===== src/design/assert_macros.svh =====
// assertion helpers for the filter design
`ifndef ASSERT_MACROS_SVH
`define ASSERT_MACROS_SVH

`ifndef NO_ASSERTIONS

// same-cycle implication, held off while reset is asserted
`define ASSERT_IMP(label, clk, rst_n, pre, post) \
    label: assert property (@(posedge clk) disable iff (!(rst_n)) (pre) |-> (post)) \
        else $error("assertion failed");

// next-cycle implication, held off while reset is asserted
`define ASSERT_NEXT(label, clk, rst_n, pre, post) \
    label: assert property (@(posedge clk) disable iff (!(rst_n)) (pre) |=> (post)) \
        else $error("assertion failed");

`else

`define ASSERT_IMP(label, clk, rst_n, pre, post)
`define ASSERT_NEXT(label, clk, rst_n, pre, post)

`endif

`endif


===== src/design/u8sf_pkg.sv =====
`timescale 1ns / 1ps

package u8sf_pkg;

    localparam int MAX_RESULTS  = 4;
    localparam int QUEUE_ADDR_W = 3;
    localparam int COUNT_W      = 3;

    // lead byte classes
    localparam logic [7:0] ASCII_MAX    = 8'h7F;
    localparam logic [7:0] LEAD2_MASK   = 8'hE0;
    localparam logic [7:0] LEAD2_CODE   = 8'hC0;
    localparam logic [7:0] LEAD3_MASK   = 8'hF0;
    localparam logic [7:0] LEAD3_CODE   = 8'hE0;
    localparam logic [7:0] LEAD4_MASK   = 8'hF8;
    localparam logic [7:0] LEAD4_CODE   = 8'hF0;
    localparam logic [7:0] CONT_MASK    = 8'hC0;
    localparam logic [7:0] CONT_CODE    = 8'h80;

    localparam logic [2:0] SEQ_NONE = 3'd0;
    localparam logic [2:0] SEQ_LEN2 = 3'd2;
    localparam logic [2:0] SEQ_LEN3 = 3'd3;
    localparam logic [2:0] SEQ_LEN4 = 3'd4;

    typedef struct packed {
        logic [7:0] out_byte;
        logic       byte_valid;
        logic       run_last;
        logic       message_end;
    } result_t;

    typedef struct packed {
        logic [COUNT_W-1:0]              count;
        result_t [MAX_RESULTS-1:0]       item;
    } result_bundle_t;

endpackage


===== src/design/u8sf_core.sv =====
`timescale 1ns / 1ps

module u8sf_core (
    input  logic                    aclk,
    input  logic                    aresetn,
    input  logic                    step,
    input  logic [7:0]              data_byte,
    input  logic                    message_last,
    output u8sf_pkg::result_bundle_t results
);
    import u8sf_pkg::*;

    logic [7:0] held_bytes_reg [3];
    logic [7:0] held_bytes_next [3];
    logic [2:0] expected_total_reg, expected_total_next;
    logic [1:0] held_count_reg, held_count_next;

    logic       seq_open;
    logic       is_cont;
    logic       consumed;
    logic       complete;
    logic       is_ascii;
    logic       is_lead2;
    logic       is_lead3;
    logic       is_lead4;
    logic [2:0] held_plus_one;
    logic [2:0] data_count;
    logic [2:0] final_count;
    logic [7:0] held_ext [4];

    assign seq_open      = (expected_total_reg != SEQ_NONE);
    assign is_cont       = ((data_byte & CONT_MASK) == CONT_CODE);
    assign consumed      = seq_open && is_cont;
    assign held_plus_one = {1'b0, held_count_reg} + 3'd1;
    assign complete      = consumed && (held_plus_one >= expected_total_reg);
    assign is_ascii      = (data_byte <= ASCII_MAX);
    assign is_lead2      = ((data_byte & LEAD2_MASK) == LEAD2_CODE);
    assign is_lead3      = ((data_byte & LEAD3_MASK) == LEAD3_CODE);
    assign is_lead4      = ((data_byte & LEAD4_MASK) == LEAD4_CODE);

    assign held_ext[0] = held_bytes_reg[0];
    assign held_ext[1] = held_bytes_reg[1];
    assign held_ext[2] = held_bytes_reg[2];
    assign held_ext[3] = 8'h00;

    // result list for this byte
    always_comb begin
        if (complete) begin
            data_count = held_plus_one;
        end else if (!consumed && is_ascii) begin
            data_count = 3'd1;
        end else begin
            data_count = 3'd0;
        end
        final_count = data_count;
        if (message_last && (data_count == 3'd0)) begin
            final_count = 3'd1;
        end

        results.count = final_count;
        for (int k = 0; k < MAX_RESULTS; k++) begin
            if (complete) begin
                results.item[k].out_byte =
                    (3'(k) < {1'b0, held_count_reg}) ? held_ext[k] : data_byte;
            end else if (data_count != 3'd0) begin
                results.item[k].out_byte = data_byte;
            end else begin
                results.item[k].out_byte = 8'h00;
            end
            results.item[k].byte_valid  = (3'(k) < data_count);
            results.item[k].run_last    = (3'(k) == (final_count - 3'd1));
            results.item[k].message_end = message_last && (3'(k) == (final_count - 3'd1));
        end
    end

    // sequence state update
    always_comb begin
        held_bytes_next     = held_bytes_reg;
        expected_total_next = expected_total_reg;
        held_count_next     = held_count_reg;
        if (consumed) begin
            if (complete) begin
                expected_total_next = SEQ_NONE;
                held_count_next     = 2'd0;
            end else begin
                case (held_count_reg)
                    2'd0:    held_bytes_next[0] = data_byte;
                    2'd1:    held_bytes_next[1] = data_byte;
                    default: held_bytes_next[2] = data_byte;
                endcase
                held_count_next = held_count_reg + 2'd1;
            end
        end else begin
            expected_total_next = SEQ_NONE;
            held_count_next     = 2'd0;
            if (!is_ascii && is_lead2) begin
                held_bytes_next[0]  = data_byte;
                held_count_next     = 2'd1;
                expected_total_next = SEQ_LEN2;
            end else if (is_lead3) begin
                held_bytes_next[0]  = data_byte;
                held_count_next     = 2'd1;
                expected_total_next = SEQ_LEN3;
            end else if (is_lead4) begin
                held_bytes_next[0]  = data_byte;
                held_count_next     = 2'd1;
                expected_total_next = SEQ_LEN4;
            end
        end
        if (message_last) begin
            expected_total_next = SEQ_NONE;
            held_count_next     = 2'd0;
        end
    end

    always_ff @(posedge aclk) begin
        if (!aresetn) begin
            expected_total_reg <= SEQ_NONE;
            held_count_reg     <= 2'd0;
        end else if (step) begin
            expected_total_reg <= expected_total_next;
            held_count_reg     <= held_count_next;
        end
    end

    always_ff @(posedge aclk) begin
        if (step) begin
            held_bytes_reg <= held_bytes_next;
        end
    end

endmodule


===== src/design/u8sf_queue.sv =====
`timescale 1ns / 1ps

module u8sf_queue #(
    parameter int ADDR_W = u8sf_pkg::QUEUE_ADDR_W
) (
    input  logic                     aclk,
    input  logic                     aresetn,
    input  logic                     push,
    input  u8sf_pkg::result_bundle_t push_data,
    output logic                     room,
    output logic [ADDR_W:0]          level,
    output logic                     out_valid,
    input  logic                     out_ready,
    output u8sf_pkg::result_t        out_data
);
    import u8sf_pkg::*;

    localparam int DEPTH = 1 << ADDR_W;
    localparam logic [ADDR_W:0] ROOM_LIMIT = (ADDR_W + 1)'(DEPTH - MAX_RESULTS);

    result_t            mem_reg [DEPTH];
    logic [ADDR_W-1:0]  wr_ptr_reg, wr_ptr_next;
    logic [ADDR_W-1:0]  rd_ptr_reg, rd_ptr_next;
    logic [ADDR_W:0]    level_reg, level_next;
    logic [COUNT_W-1:0] push_count;
    logic               pop;

    assign push_count = push ? push_data.count : '0;
    assign pop        = out_valid && out_ready;
    assign out_valid  = (level_reg != '0);
    assign out_data   = mem_reg[rd_ptr_reg];
    assign room       = (level_reg <= ROOM_LIMIT);
    assign level      = level_reg;

    always_comb begin
        wr_ptr_next = wr_ptr_reg + ADDR_W'(push_count);
        rd_ptr_next = rd_ptr_reg + ADDR_W'(pop);
        level_next  = level_reg + (ADDR_W + 1)'(push_count) - (ADDR_W + 1)'(pop);
    end

    always_ff @(posedge aclk) begin
        if (!aresetn) begin
            wr_ptr_reg <= '0;
            rd_ptr_reg <= '0;
            level_reg  <= '0;
        end else begin
            wr_ptr_reg <= wr_ptr_next;
            rd_ptr_reg <= rd_ptr_next;
            level_reg  <= level_next;
        end
    end

    always_ff @(posedge aclk) begin
        for (int k = 0; k < MAX_RESULTS; k++) begin
            if (COUNT_W'(k) < push_count) begin
                mem_reg[wr_ptr_reg + ADDR_W'(k)] <= push_data.item[k];
            end
        end
    end

endmodule


===== src/design/utf8_sequence_filter_top.sv =====
// path: accepted beats wait in the input register for queue room, then results enter the queue
// throughput: one input beat and one output beat per cycle, output only while m_tready is high;
//   a finished sequence leaves byte by byte from a result queue of 2**QUEUE_ADDR_W entries
// input stalls only while that queue holds more than depth minus four entries
// reset: aresetn synchronous active low; clears the open sequence and empties the queue
`timescale 1ns / 1ps
`include "assert_macros.svh"

module utf8_sequence_filter_top #(
    parameter int QUEUE_ADDR_W = u8sf_pkg::QUEUE_ADDR_W
) (
    input  logic        aclk,
    input  logic        aresetn,
    // input beats
    input  logic        s_tvalid,
    output logic        s_tready,
    input  logic [7:0]  s_tdata,   // [7:0] data_byte
    input  logic        s_tlast,   // message_last
    // result beats
    output logic        m_tvalid,
    input  logic        m_tready,
    output logic [15:0] m_tdata,   // [7:0] out_byte, [8] run_last, [15:9] zero
    output logic        m_tuser,   // byte_valid
    output logic        m_tlast    // message_end
);
    import u8sf_pkg::*;

    // input register stage
    logic           in_valid_reg, in_valid_next;
    logic [7:0]     in_byte_reg;
    logic           in_last_reg;

    logic           step;
    logic           room;
    logic [QUEUE_ADDR_W:0] level;
    result_bundle_t results;
    result_t        head;

    // a byte is processed once the queue can take a full four-byte burst
    assign step     = in_valid_reg && room;
    // the input stage refills in the same cycle it drains
    assign s_tready = !in_valid_reg || step;

    always_comb begin
        in_valid_next = in_valid_reg;
        if (s_tready) begin
            in_valid_next = s_tvalid;
        end
    end

    always_ff @(posedge aclk) begin
        if (!aresetn) begin
            in_valid_reg <= 1'b0;
        end else begin
            in_valid_reg <= in_valid_next;
        end
    end

    always_ff @(posedge aclk) begin
        if (s_tvalid && s_tready) begin
            in_byte_reg <= s_tdata;
            in_last_reg <= s_tlast;
        end
    end

    // sequence tracking and result list for the registered byte
    u8sf_core u_core (
        .aclk         (aclk),
        .aresetn      (aresetn),
        .step         (step),
        .data_byte    (in_byte_reg),
        .message_last (in_last_reg),
        .results      (results)
    );

    // result queue takes up to four results per cycle, gives one per cycle while m_tready is high
    u8sf_queue #(
        .ADDR_W (QUEUE_ADDR_W)
    ) u_queue (
        .aclk      (aclk),
        .aresetn   (aresetn),
        .push      (step),
        .push_data (results),
        .room      (room),
        .level     (level),
        .out_valid (m_tvalid),
        .out_ready (m_tready),
        .out_data  (head)
    );

    assign m_tdata = {7'd0, head.run_last, head.out_byte};
    assign m_tuser = head.byte_valid;
    assign m_tlast = head.message_end;

    // queue never overfills
    `ASSERT_IMP(a_level_bound, aclk, aresetn, 1'b1,
        level <= (QUEUE_ADDR_W + 1)'(1 << QUEUE_ADDR_W))
    // a processed byte never pushes more than one burst, and never into a full queue
    `ASSERT_IMP(a_push_fits, aclk, aresetn, step,
        (results.count <= COUNT_W'(MAX_RESULTS)) &&
        (level <= (QUEUE_ADDR_W + 1)'((1 << QUEUE_ADDR_W) - MAX_RESULTS)))
    // end of message always closes the run of its input byte
    `ASSERT_IMP(a_end_closes_run, aclk, aresetn, m_tvalid && m_tlast, m_tdata[8])
    // a processed last byte always yields at least one result
    `ASSERT_IMP(a_last_has_result, aclk, aresetn, step && in_last_reg,
        results.count != '0)

endmodule

===== config.mk =====
export PLATFORM = sky130hd
export DESIGN_NAME = utf8_sequence_filter_top
export DESIGN_NICKNAME = d
export VERILOG_FILES = /design/src/design/u8sf_pkg.sv /design/src/design/u8sf_core.sv /design/src/design/u8sf_queue.sv /design/src/design/utf8_sequence_filter_top.sv
export VERILOG_INCLUDE_DIRS = /design/src /design/src/design
export SDC_FILE = /design/constraint.sdc
export NUM_CORES = 1
export LEC_CHECK = 0
export BUFFER_PORTS_ARGS = -buffer_cell sky130_fd_sc_hd__buf_2
export CAP_MARGIN = 20
export CORE_ASPECT_RATIO = 1.25
export CORE_MARGIN = 2
export CORE_UTILIZATION = 30
export DETAILED_ROUTE_END_ITERATION = 8
export SLEW_MARGIN = 5
export SYNTH_ARGS = -nofsm -noshare
export SYNTH_HDL_FRONTEND = slang
export SYNTH_HIERARCHICAL = 1
export SYNTH_SLANG_ARGS = --single-unit

===== constraint.sdc =====
create_clock -name aclk -period 5 [get_ports aclk]
set_input_delay 0.25 -clock aclk [delete_from_list [all_inputs] [get_ports aclk]]
set_output_delay 0.25 -clock aclk [all_outputs]
set_load 0.05 [all_outputs]

* Yosys cells after proc, flatten, opt, wreduce, memory -nomap -nowiden
Memories as Yosys holds them, arrays and structs flattened. A register that Yosys moved wholly into a read port is not among the register bits. Cells that the tools add are included.
Storage, ports and cells: output and inout bits 20, register bits 49, memories 1, bits in writable memories 88
Cells by class: add/sub/neg operators 10, reduce and logical (&&, ||, !) cells 28, equality and inequality tests 11, $lt $le $gt $ge 14, muxes and demuxes 41, bitwise gates (word level) 2
Memory list:
- u_queue.mem_reg | words 8, width 11, read ports 1, clocked after Yosys merged registers in 1, wr ports 4, RTL line u8sf_queue.sv:21 | result_t mem_reg [DEPTH];
Operator list (count):
- $mux W8 | 15
- $mux W3 | 10
- $mux W24 | 1
- $logic_and A1 B1 Y1 | 12
- $lt A1 B3 Y1 const A | 4
- $lt A2 B3 Y1 const A | 4
- $reduce_and A4 Y1 | 3
- $mux W1 | 10
- $mux W2 | 5
- $le A8 B7 Y1 const B | 1
- $reduce_bool A4 Y1 | 2
- $add A3 B2 Y3 const B | 2
- $eq A2 B3 Y1 const A | 2
- $logic_not A3 Y1 | 2
- $reduce_bool A3 Y1 | 2
- $eq A5 B5 Y1 const B | 1
- $add A4 B3 Y4 | 1
- $eq A4 B4 Y1 const B | 1
- $le A4 B3 Y1 const B | 1
- $lt A1 B2 Y1 const A | 2
- $ne A2 B2 Y1 const B | 2
- $sub A4 B1 Y4 | 1
- $add A2 B1 Y3 const B | 1
- $add A3 B1 Y3 | 1
- 17 further kinds | 20

* Longest topological paths before layout
depth after elaboration 13, depth in mapped cells 19, mapped depth without buffers 16

* Cells and area by module
Netlist, hierarchy kept.
Modules (own cells, without submodules):
- u8sf_queue | instances 1, area an instance 6633.9 sq um, cells each 678
- u8sf_core | instances 1, area an instance 1771.7 sq um, cells each 161
- utf8_sequence_filter_top | instances 1, area an instance 391.6 sq um, cells each 23

* Least setup slack after synthesis
OpenSTA, ideal clock, no wires.
path kind register -> register, from register u_core.held_count_reg[1], to memory u_queue/mem_reg[2][0] (netlist bit) (enable), clock period less this slack 4528 ps, arrival time 4108 ps, required time 4580 ps, cell stages (with the launch flop) 13, path slack 472 ps, path through dfxtp_1 > clkbuf_1 > inv_1 > ha_1 > ha_1 > nand2_1 > o21ai_2 > nand3_2 > inv_2 > buf_4 > mux2i_1 > o311ai_0 > o311ai_0
RTL lines:
- from (decl) | RTL line u8sf_core.sv:16 | logic [1:0] held_count_reg, held_count_next;
- from (signal assigned) | RTL line u8sf_core.sv:122 | held_count_reg <= held_count_next;
- to (decl) | RTL line u8sf_queue.sv:21

==> reports/results.txt <==
Worst slew pin tran - 1.07 ns
Cells after Synth - 862
Setup crit start kind - flop
Reg2Reg Launch Point - u_core/held_count_reg[1]$_SDFFE_PN0P_
Final setup fails - 0
Max VDD drop - 0.250 mV
Net count, final - 888
Final Power - 0.00364 W
Max reg flops - 88
Pin count of the biggest net entering global routing - 23
GRT Residual Overflow - 0
Clock power frac - 0.353
First-pass GRT wire length - 43.7 mm
Worst-path cell chain - inv_1, ha_1, ha_1, nand2_1, o21ai_2, nand3_2, inv_2, mux2i_1, a21oi_1, or3_1, and2_1, o311ai_2
I/O pin total - 33
Slowest-stage cell, CP - dfxtp_1
Worst Reg2Reg Path Length in Cells - 12
Detailed Routing Iterations Pass 1 - 6
Lkg Pwr - 3.56 nW
Total negative slack - 0 ns
HP Class - primary input to flop
Skew-Pair Late Insertion Delay - 0.43 ns
Commonest non-fill, non-tap cell in the layout - nand2_1
Drt wl/cell - 23.2 µm
Pins Over Slew Limit - 0
Buffers and inverters on the worst path - 2
H-tree Lvls - 4
Tcrit/Tclk final - 0.911
Dpl hpwl - 20.7 mm
Die ar. - 0.0307 mm²
CORE AREA - 0.0291 mm²
Post-synth EDFFs - 121
Post_cts resized - 0
Commonest non-fill, non-tap cells in the layout - nand2_1 (162), edfxtp_1 (121), o22ai_1 (75), a31oi_1 (72), buf_4 (40)
Clock transition at path regs - 0.06 ns
Total CTS buffers - 17
Fraction of final layout cells sized beyond drive strength 1 - 0.183
Port-buffer cells - 25
Vias post-DR - 7317
Flop pwr share - 0.375
Netlist cell types - 72
Hold_sp - s_tdata[1]
Register Area - 0.00395 mm²
Critical Path Sink Type - flop
Reg2reg setup slack - 0.45 ns
Ys async rst share - 0
Vias in the first global route - 7072
Psw - 0.00119 W
Initial Util - 0.303
Max-cap violation count - 0
Sequential area share after synthesis - 0.449
Clk root buf - clkbuf_16
DRC viols - 0
Comb power frac - 0.272
Final Wtd Congestion - 0.997
Max clock buf depth - 2
Crit Path Class - flop to flop
Worst reg2reg path endpoint - u_queue/mem_reg[0][8]$_DFFE_PP_
Synth Register Bits - 137
Final hold viol count - 0
WL final - 29.4 mm
Internal Pwr Total - 0.00246 W
CP max stage delay - 0.61 ns
Rel. slew slack - 0.285
Post-route minimum period - 4.55 ns
Top_reg_cell synth - edfxtp_1
Fin cells - 1265
Critical Path Source - u_core/held_count_reg[1]$_SDFFE_PN0P_
TritonCTS clock tree - built
Initial antenna violation count - 0
PwrDens - 367 mW/mm²
RSZ-0062 raised after global routing - no
Status - finished clean
Worst Setup EP - u_queue/mem_reg[0][8]$_DFFE_PP_
Layout area overhead - 12.8%
Diodes inserted - 0
Critical Path RT - 5.04 ns
Net Sw Frac - 0.326
Max FO, Critical Path - 16
Rows - 70
Die height - 195 µm
Final setup skew - 0.0150 ns
1st-iter DRT viols - 1037
Critical Path AT - 4.59 ns
Post-DRT Antenna Nets - 0
Setup bufs post-CTS - 0
Placed cell count - 1223
Area occupied by multi-input gates - 0.00426 mm²
Critical Path Stages - 12
Worst path most repeated cell - ha_1
Vias per cell - 5.78
Fill cell count - 2946
Die Width - 157 µm
Delay-heaviest family, CP - simple AND/OR/NAND/NOR gates
TritonCTS Sinks - 137
Fmax - 0.220 GHz
Netlist Area Pre-Place - 0.00880 mm²
Syn_area_per_cell - 10.2 µm²
GRT Util Overall - 0.194
Syn. warnings - 6
## worst min-delay path by stage
stage                               end  slack (ns)  cells after the start
2_1_floorplan  in_byte_reg[0]$_DFFE_PP_        0.35                      0
3_3_place_gp   in_byte_reg[7]$_DFFE_PP_        0.43                      1
3_5_place_dp   in_byte_reg[7]$_DFFE_PP_        0.43                      1
4_1_cts        in_byte_reg[1]$_DFFE_PP_      0.0008                      1
5_1_grt        in_byte_reg[1]$_DFFE_PP_       0.002                      1
6_report       in_byte_reg[1]$_DFFE_PP_       0.006                      1
## synth_stat cells, types with 17 or more instances
cell,count,area [µm²]
nand2_1,162,608
edfxtp_1,121,3630
o22ai_1,75,469
a31oi_1,72,450
and2_1,33,206
buf_2,33,165
clkbuf_1,32,120
mux2i_1,29,290
inv_1,26,97.6
mux4_2,22,495
buf_1,21,78.8
ha_1,17,213
## worst reg2reg max path, delay by kind of cell, from the launching register on
| kind | cells | cell delay [ns] |
|---|---|---|
| buffers and inverters | 2 | 0.49 |
| AND/OR/NAND/NOR | 4 | 1.15 |
| flip-flops | 1 | 0.61 |
| adder cells (fa/ha/maj) | 2 | 0.74 |
| multiplexers | 1 | 0.44 |
| AO/OA/AOI/OAI | 3 | 0.75 |
## per-layer routing
layer | vias up | global-route usage | share of wire
met2 | 503 | 0.318 | 0.48
met5 | - | 0 | 0
met1 | 3488 | 0.244 | 0.39
met4 | 0 | 0.0737 | 0.036
met3 | 103 | 0.0490 | 0.10
li1 | 3223 | - | -
## stage by stage
stage | hold slack (ns) | util | instance area, µm² | setup WS [ns]
after CTS | 0.000791 | 0.340 | 9880 | 0.465
final | 0.00613 | 0.341 | 9920 | 0.446
after floorplan | 0.349 | - | 8820 | 0.472
after detailed placement | 0.429 | 0.317 | 9230 | 0.493
after global placement | 0.429 | 0.317 | 9230 | 0.625
after global routing | 0.00212 | 0.341 | 9920 | 0.203
## timing repair
action | 4_1_cts | 5_1_grt
hold buffers | 5 | 3
endpoints found under the setup margin | 0 | 0
endpoints found under the hold margin | 5 | 3
## layout make-up
class                           count  share of cell area
Clock buffer                       19              0.0436
Inverter                           27              0.0102
Sequential cell                   137               0.398
Timing Repair Buffer               74              0.0515
Multi-Input combinational cell    599               0.429
Tap cell                          396              0.0499
Clock inverter                     13              0.0170
## kinds of logic after synthesis
group                    Yosys count  synth area share
flip-flops                       137             0.449
XOR/XNOR                          10            0.0138
multiplexers                      62             0.103
AO/OA/AOI/OAI                    225             0.179
adder cells (fa/ha/maj)           19            0.0287
AND/OR/NAND/NOR                  276             0.154
other                              1          0.000426
buffers and inverters            132            0.0714
## power by group through the flow
| stage | clock network (W) | logic [W] | registers [W] |
|---|---|---|---|
| after floorplan | 0 | 0.000758 | 0.00137 |
| after global placement | 0 | 0.000987 | 0.00139 |
| after detailed placement | 0 | 0.000991 | 0.00139 |
| after CTS | 0.00130 | 0.000997 | 0.00137 |
| after global routing | 0.00136 | 0.00107 | 0.00137 |
| final | 0.00129 | 0.000991 | 0.00137 |
No activity file was read; power rests on OpenSTA's default activity.
